`config.mk`:
```
export PLATFORM = sky130hd
export DESIGN_NAME = rau_ctrl
export DESIGN_NICKNAME = d
export VERILOG_FILES = /design/src/rtl/core/rau_pkg.sv /design/src/rtl/core/rau_ctrl.sv
export SDC_FILE = /design/constraint.sdc
export NUM_CORES = 1
export LEC_CHECK = 0
export BUFFER_PORTS_ARGS = -buffer_cell sky130_fd_sc_hd__clkbuf_2
export CORE_MARGIN = 8
export CORE_UTILIZATION = 42
export CTS_CLUSTER_SIZE = 28
export DETAILED_ROUTE_END_ITERATION = 8
export PLACE_DENSITY_LB_ADDON = 0.2
export SYNTH_ARGS = -nofsm -noshare
export SYNTH_HDL_FRONTEND = slang
export SYNTH_SLANG_ARGS = --single-unit
```
`constraint.sdc`:
```
create_clock -name i_clk -period 1.26 [get_ports i_clk]
set_input_delay 0.126 -clock i_clk [delete_from_list [all_inputs] [get_ports i_clk]]
set_output_delay 0.126 -clock i_clk [all_outputs]
set_load 0.01 [all_outputs]
```
`src/rtl/core/rau_pkg.sv`:
```
`default_nettype none
package rau_pkg;
    localparam int unsigned WideWidth = 64;

    typedef enum logic [2:0] {
        ACT_ADD = 3'd0,
        ACT_SUB = 3'd1,
        ACT_MUL = 3'd2,
        ACT_DIV = 3'd3,
        ACT_CMP = 3'd4,
        ACT_RND = 3'd5,
        ACT_NEG = 3'd6,
        ACT_INV = 3'd7
    } t_action;

    typedef enum logic [3:0] {
        ST_IDLE,
        ST_MUL1,
        ST_MUL2,
        ST_SIGN,
        ST_RDIV,
        ST_RFIX,
        ST_GCD,
        ST_QDIV,
        ST_DDIV,
        ST_DONE
    } t_state;

    // Command from the controller to the datapath.
    typedef struct packed {
        logic load;
        logic mul1;
        logic mul2;
        logic sign;
        logic div_start;
        logic div_step;
        logic rnd_fix;
        logic gcd_swap;
        logic take_num;
        logic take_den;
        logic div_den_sel;
    } t_cmd;

    // Status from the datapath to the controller.
    typedef struct packed {
        logic early;
        logic div_last;
        logic gcd_zero;
        logic num_zero;
    } t_status;
endpackage
`default_nettype wire

```
`src/rtl/core/rau_ctrl.sv`:
```
`default_nettype none
module rau_ctrl
    import rau_pkg::*;
(
    input  wire logic    i_clk,
    input  wire logic    i_rst_n,
    input  wire logic    i_start,
    input  wire logic [2:0] i_action,
    input  wire t_status i_stat,
    output t_cmd         o_cmd,
    output logic         o_busy,
    output logic         o_done
);
    t_state r_state, n_state;
    t_action r_act;

    always_ff @(posedge i_clk) begin
        if (!i_rst_n) begin
            r_state <= ST_IDLE;
            r_act   <= ACT_ADD;
        end else begin
            r_state <= n_state;
            if (i_start && r_state == ST_IDLE) begin
                r_act <= t_action'(i_action);
            end
        end
    end

    always_comb begin
        n_state = r_state;
        case (r_state)
            ST_IDLE: if (i_start) n_state = ST_MUL1;
            ST_MUL1: n_state = i_stat.early ? ST_DONE : ST_MUL2;
            ST_MUL2: n_state = ST_SIGN;
            ST_SIGN: begin
                if (r_act == ACT_CMP) n_state = ST_DONE;
                else if (r_act == ACT_RND) n_state = ST_RDIV;
                else if (i_stat.num_zero) n_state = ST_DONE;
                else n_state = ST_GCD;
            end
            ST_RDIV: if (i_stat.div_last) n_state = ST_RFIX;
            ST_RFIX: n_state = ST_DONE;
            ST_GCD: if (i_stat.gcd_zero) n_state = ST_QDIV;
            ST_QDIV: if (i_stat.div_last) n_state = ST_DDIV;
            ST_DDIV: if (i_stat.div_last) n_state = ST_DONE;
            ST_DONE: n_state = ST_IDLE;
            default: n_state = ST_IDLE;
        endcase
    end

    always_comb begin
        o_cmd  = '0;
        o_busy = (r_state != ST_IDLE);
        o_done = (r_state == ST_DONE);
        case (r_state)
            ST_IDLE: o_cmd.load = i_start;
            ST_MUL1: o_cmd.mul1 = 1'b1;
            ST_MUL2: o_cmd.mul2 = 1'b1;
            ST_SIGN: begin
                o_cmd.sign = 1'b1;
                o_cmd.div_start = (r_act == ACT_RND) ||
                                  (r_act != ACT_CMP && !i_stat.num_zero);
            end
            ST_RDIV: o_cmd.div_step = 1'b1;
            ST_RFIX: o_cmd.rnd_fix = 1'b1;
            ST_GCD: begin
                o_cmd.gcd_swap = 1'b1;
                o_cmd.div_step = !i_stat.gcd_zero;
                o_cmd.div_start = i_stat.gcd_zero;
            end
            ST_QDIV: begin
                o_cmd.div_step = 1'b1;
                o_cmd.take_num = i_stat.div_last;
                o_cmd.div_start = i_stat.div_last;
                o_cmd.div_den_sel = i_stat.div_last;
            end
            ST_DDIV: begin
                o_cmd.div_step = 1'b1;
                o_cmd.take_den = i_stat.div_last;
            end
            default: o_cmd = '0;
        endcase
    end

    a_done_follows: assert property (@(posedge i_clk) disable iff (!i_rst_n)
        o_done |=> !o_busy) else $error("done not followed by idle");
    a_load_idle: assert property (@(posedge i_clk) disable iff (!i_rst_n)
        o_cmd.load |-> !o_busy) else $error("load while busy");
    a_start_moves: assert property (@(posedge i_clk) disable iff (!i_rst_n)
        (i_start && !o_busy) |=> o_busy) else $error("start ignored");
endmodule
`default_nettype wire

```
# Word-level counts from Yosys, hierarchy flattened
# Index checks and enable logic that the tools add are counted.
dict set report totals {
  reg_bits 7
  input_bits 10
  output_inout_bits 13
  wordCells 48
}
dict set report classes {
  n_eq_ne 17
  muxes 20
  reduce_logical 9
}
# cell n
set op_table {}
lappend op_table {{4-bit 2-to-1 mux} 9}
lappend op_table {{4-bit one-hot mux with 9 select lines} 1}
lappend op_table {{4-bit by 3-bit == test with 1-bit output (second input constant)} 4}
lappend op_table {{2-bit != test (second input constant)} 5}
lappend op_table {{4-bit by 2-bit == test with 1-bit output (second input constant)} 2}
lappend op_table {{4-bit == test (second input constant)} 2}
lappend op_table {{1-bit 2-to-1 mux} 8}
lappend op_table {{3-bit == test (second input constant)} 2}
lappend op_table {{5-bit AND reduction} 1}
lappend op_table {{4-bit by 1-bit == test with 1-bit output (second input constant)} 1}
lappend op_table {{4-bit zero test} 1}
lappend op_table {{4-bit nonzero test} 1}
lappend op_table {{3-bit != test (second input constant)} 1}
lappend op_table {{1-bit one-hot mux with 3 select lines} 1}
lappend op_table {{3-bit OR reduction} 1}
lappend op_table {{1-bit logical AND} 2}
lappend op_table {{1-bit zero test} 2}
lappend op_table {{1-bit one-hot mux with 2 select lines} 1}
lappend op_table {{1-bit logical OR} 1}

# Longest topological paths before layout
dict set report depth {
  word_depth 4
  depth_mapped 6
  mapped_depth_nobuf 5
}

# Least setup slack after synthesis
# Ideal clock, no wire load.
dict set report synth_path {
  path_kind {flip-flop to flip-flop}
  start {reg r_state[2]}
  end {reg r_state[0]}
  setup_time_ps 115
  arrival_time_ps 1177
  path_slack_ps -32
  stages_incl_launch_ff 7
  path_buffers 1
  synth_period_minus_slack_ps 1292
  path_cell_list {dfxtp_1 buf_4 or2b_4 nor2_1 a211oi_1 o32ai_1 and2_1}
}
dict set report synth_via {
  elab_chain_len 3
  word_cells_on_any_way 16
}
# item line
set synth_lines {}
lappend synth_lines {{start, declared} rau_ctrl.sv:14} ;# t_state r_state, n_state;
lappend synth_lines {{start signal, assigned} rau_ctrl.sv:22} ;# r_state <= n_state;
lappend synth_lines {{4-bit by 3-bit == test with 1-bit output (tied with other cells)} rau_ctrl.sv:31} ;# case (r_state)
lappend synth_lines {{2-bit != test (no source line)} n/a}
lappend synth_lines {{5-bit AND reduction (no source line)} n/a}
# Parallel ways exist; a longest one is shown, timed or not.
# A chain may end at the register's enable or synchronous reset.

# Worst setup path in the final report
dict set report layout_path {
  start {reg r_state[1]}
  end {reg r_state[0]}
}
# Same word-level chain as after synthesis.

==> flow_summary.json <==
{
  "dominantRegCellSynth": "sky130_fd_sc_hd__dfxtp_1",
  "tritoncts": "done",
  "min-delay-path-class": "in -> reg",
  "final-max-slew-violation-count": 0,
  "worstPathMaxFanout": 7,
  "count_of_flip_flops_with_a_built_in_enable_after_synthesis": 0,
  "globalRouteOverflowTotal": 0,
  "clock_path_buffers": 2,
  "dp_cells": 133,
  "avgRoutedWirePerCell_um": 16.3,
  "timing.final.setup_violations": 16,
  "post-route-drc-count": 0,
  "via_count_of_the_first_global_routing_pass": 745,
  "clk_pin_slew_ns": 0.05,
  "grt_first_pass_wirelength_um": 3370,
  "violations": "negative setup slack",
  "vias": 846,
  "root_buffer": "sky130_fd_sc_hd__clkbuf_4",
  "worst-slew-pin-transition_ns": 0.304,
  "placeableCoreArea_sq_um": 1450,
  "rows": 14,
  "io_buffer_count": 22,
  "regToRegEndpoint": "r_state[0]",
  "cell_family_contributing_the_most_delay_on_the_critical_path": "compound AO/OA/AOI/OAI gates",
  "crit_arrival_ns": 1.64,
  "dp_hpwl_um": 1440,
  "clk_latency_ns": 0.24,
  "syn2layout_area_growth_pct": 87.7,
  "placer_congestion": 0.828,
  "worst_hold_path.endpoint": "r_act[2]",
  "cp_data_required_time_ns": 1.39,
  "power_leakage_nw": 0.588,
  "detail-route-antenna-nets": 0,
  "proportion_of_synthesized_chip_area_in_sequential_cells_pct": 22.2,
  "vias_per_cell": 5.53,
  "crit_type": "reg -> reg",
  "number_of_standard_cells_after_synthesis": 82,
  "critical_path.cell_chain": "buf_6, buf_4, o32ai_2, a211o_1, o32ai_1, and2_1",
  "finalWorstSetupSlack_ns": -0.249,
  "layout.nets": 148,
  "hold_path_origin": "i_action[2]",
  "number_of_buffers_created_by_cts": 3,
  "grt_max_degree": 9,
  "ys_warn_count": 0,
  "antenna_found_initial": 0,
  "fillerInstances": 93,
  "async_flop_share_pct": 0,
  "postSynthAreaPerCell_sq_um": 7.69,
  "worst_r2r_path_depth": 6,
  "post_synthesis_net_count": 92,
  "floorplan_die_width_um": 54.8,
  "final.period_utilization_pct": 120,
  "critPathLaunch": "r_state[1]",
  "critical_path.slowest_cell": "sky130_fd_sc_hd__dfxtp_4",
  "drt_first_pass_iters": 4,
  "layout.cells.non_filler": 153,
  "timing.rr.start": "r_state[1]",
  "run_status": "complete, but fails checks",
  "fin_skew_ns": 0.00346,
  "clock_sinks": 7,
  "worst-r2r-setup-slack_ns": -0.25,
  "max_freq_mhz": 663,
  "worst_path_largest_cell_delay_ns": 0.37,
  "p_total_w": 0.00115,
  "maxCapViolCount": 0,
  "synth.cell_area_sq_um": 631,
  "finalCriticalPeriod_ns": 1.51,
  "num_io_pins": 23,
  "holdPathStages": 3,
  "timing.critical_path.to_type": "register",
  "die_area_sq_um": 3000,
  "ratio_of_cells_with_drive_above_1_in_the_final_layout_pct": 63.5,
  "power.density_cell_area_nw_per_um2": 969,
  "timing.max_slew.rel_slack_pct": 79.6,
  "wirelength_um": 2490,
  "synthDistinctLibCells": 35,
  "timing.critical_path.buf_inv": 2,
  "cts.htree.levels": 1,
  "number_of_violations_reported_at_the_end_of_detailed_routing_iteration_0": 28,
  "post-route-util_pct": 81.4,
  "dieHeight_um": 54.8,
  "grtUsageTotal_pct": 15.0,
  "power.ir.vdd_worst_v": 0.000599,
  "unrepaired_setup_endpoints_after_global_routing": "true",
  "register_bit_count_reported_by_yosys": 7,
  "final-hold-violation-count": 0,
  "detailed_place.area_sq_um": 863,
  "floorplan.initialDensity_pct": 43.4,
  "worstSetupStartpointType": "register",
  "stdcell_area_sq_um": 1180,
  "diodes": 0
}
## state kept, by name (all words and copies together) (netlist names)
| register | flops |
|---|---|
| r_act | 3 |
| r_state | 4 |
## worst max-delay path by stage
stage                  to  slack, ns  depth (start not counted)
6_report       r_state[0]      -0.25                          6
5_1_grt          o_cmd[5]      -0.32                          6
4_1_cts          o_cmd[6]      -0.25                          5
3_5_place_dp   r_state[1]      -0.15                          6
3_3_place_gp   r_state[0]      -0.12                          5
2_1_floorplan  r_state[1]       0.02                          5
## worst reg2reg max path, delay by kind of cell (launching register included)
kind                   cells  cell delay (ns)
AOI/OAI and AO/OA          3             0.59
DFF                        1             0.37
buffers and inverters      2             0.27
and+or+nand+nor            1             0.17
## synth_stat cells, types with 2 or more instances
cell type | instances | area (sq um)
sky130_fd_sc_hd__buf_4 | 2 | 15.0
sky130_fd_sc_hd__a21oi_1 | 3 | 15.0
sky130_fd_sc_hd__inv_1 | 5 | 18.8
sky130_fd_sc_hd__buf_6 | 3 | 33.8
sky130_fd_sc_hd__o21a_1 | 2 | 15.0
sky130_fd_sc_hd__nor3b_1 | 2 | 15.0
sky130_fd_sc_hd__o32ai_1 | 2 | 17.5
sky130_fd_sc_hd__nand2b_1 | 3 | 18.8
sky130_fd_sc_hd__nand3_1 | 3 | 15.0
sky130_fd_sc_hd__mux2i_1 | 5 | 50.1
sky130_fd_sc_hd__nor2b_1 | 5 | 31.3
sky130_fd_sc_hd__and3_1 | 2 | 12.5
sky130_fd_sc_hd__nor2_1 | 6 | 22.5
sky130_fd_sc_hd__nand2_1 | 6 | 22.5
sky130_fd_sc_hd__o22ai_1 | 2 | 12.5
sky130_fd_sc_hd__dfxtp_1 | 7 | 140
sky130_fd_sc_hd__nor3_1 | 6 | 30.0
## per-stage QoR
stage / worst slack (ns) / hold slack [ns] / setup TNS (ns)
after floorplan: 0.0206 / 0.244 / 0
after detailed placement: -0.150 / 0.390 / -0.898
after global placement: -0.120 / 0.382 / -0.667
after CTS: -0.254 / 0.131 / -2.21
final: -0.249 / 0.137 / -2.36
after global routing: -0.316 / 0.150 / -3.42
## area by class of cell
type	instances	area (sq um)	area share (%)
Inverter	5	21.3	1.80
Multi-Input combinational cell	64	519	43.9
Timing Repair Buffer	57	444	37.5
Clock buffer	4	26.3	2.22
Sequential cell	7	153	12.9
Tap cell	16	20.0	1.69
## logic make-up after synthesis
family,after synthesis,synth area share (%)
simple gates,40,36.7
compound gates,19,21.6
buf+inv,11,11.5
flops,7,22.2
mux,5,7.94
## power by group
| part | switching [W] | leakage, nW | internal, W | total, W |
|---|---|---|---|---|
| Clock | 0.0000763 | 0.0150 | 0.000120 | 0.000197 |
| Sequential | 0.0000303 | 0.0599 | 0.000246 | 0.000276 |
| Combinational | 0.000303 | 0.513 | 0.000371 | 0.000674 |
| Total | 0.000410 | 0.588 | 0.000737 | 0.00115 |
## repair_timing
action                                  CTS  global route
endpoints found under the setup margin   20            20
pin swaps                                10             7
resized for setup                        28            28
hold buffers                              0             0
cloned                                    0             0
buffers inserted                         11             5
## cells in the final DEF (no fill, tap or decap), types with 3 or more instances in the layout
| cell type | netlist | layout |
|---|---|---|
| sky130_fd_sc_hd__buf_4 | 2 | 24 |
| sky130_fd_sc_hd__buf_6 | 3 | 11 |
| sky130_fd_sc_hd__clkbuf_2 | 0 | 10 |
| sky130_fd_sc_hd__buf_2 | 1 | 10 |
| sky130_fd_sc_hd__mux2i_1 | 5 | 5 |
| sky130_fd_sc_hd__nor2b_1 | 5 | 5 |
| sky130_fd_sc_hd__inv_1 | 5 | 4 |
| sky130_fd_sc_hd__nor3_1 | 6 | 4 |
| sky130_fd_sc_hd__nor2_1 | 6 | 3 |
| sky130_fd_sc_hd__clkbuf_4 | 0 | 3 |
| sky130_fd_sc_hd__dfxtp_1 | 7 | 3 |
| sky130_fd_sc_hd__dfxtp_4 | 0 | 3 |
## metal layers
metal | track usage, % | up-vias | wire [um]
met5 | 0 | - | 0
met4 | 7.79 | 0 | 30
met3 | 3.26 | 5 | 210
met2 | 25.7 | 51 | 1260
met1 | 16.9 | 385 | 997
li1 | - | 405 | -
Power figures use the tool's default switching activity.
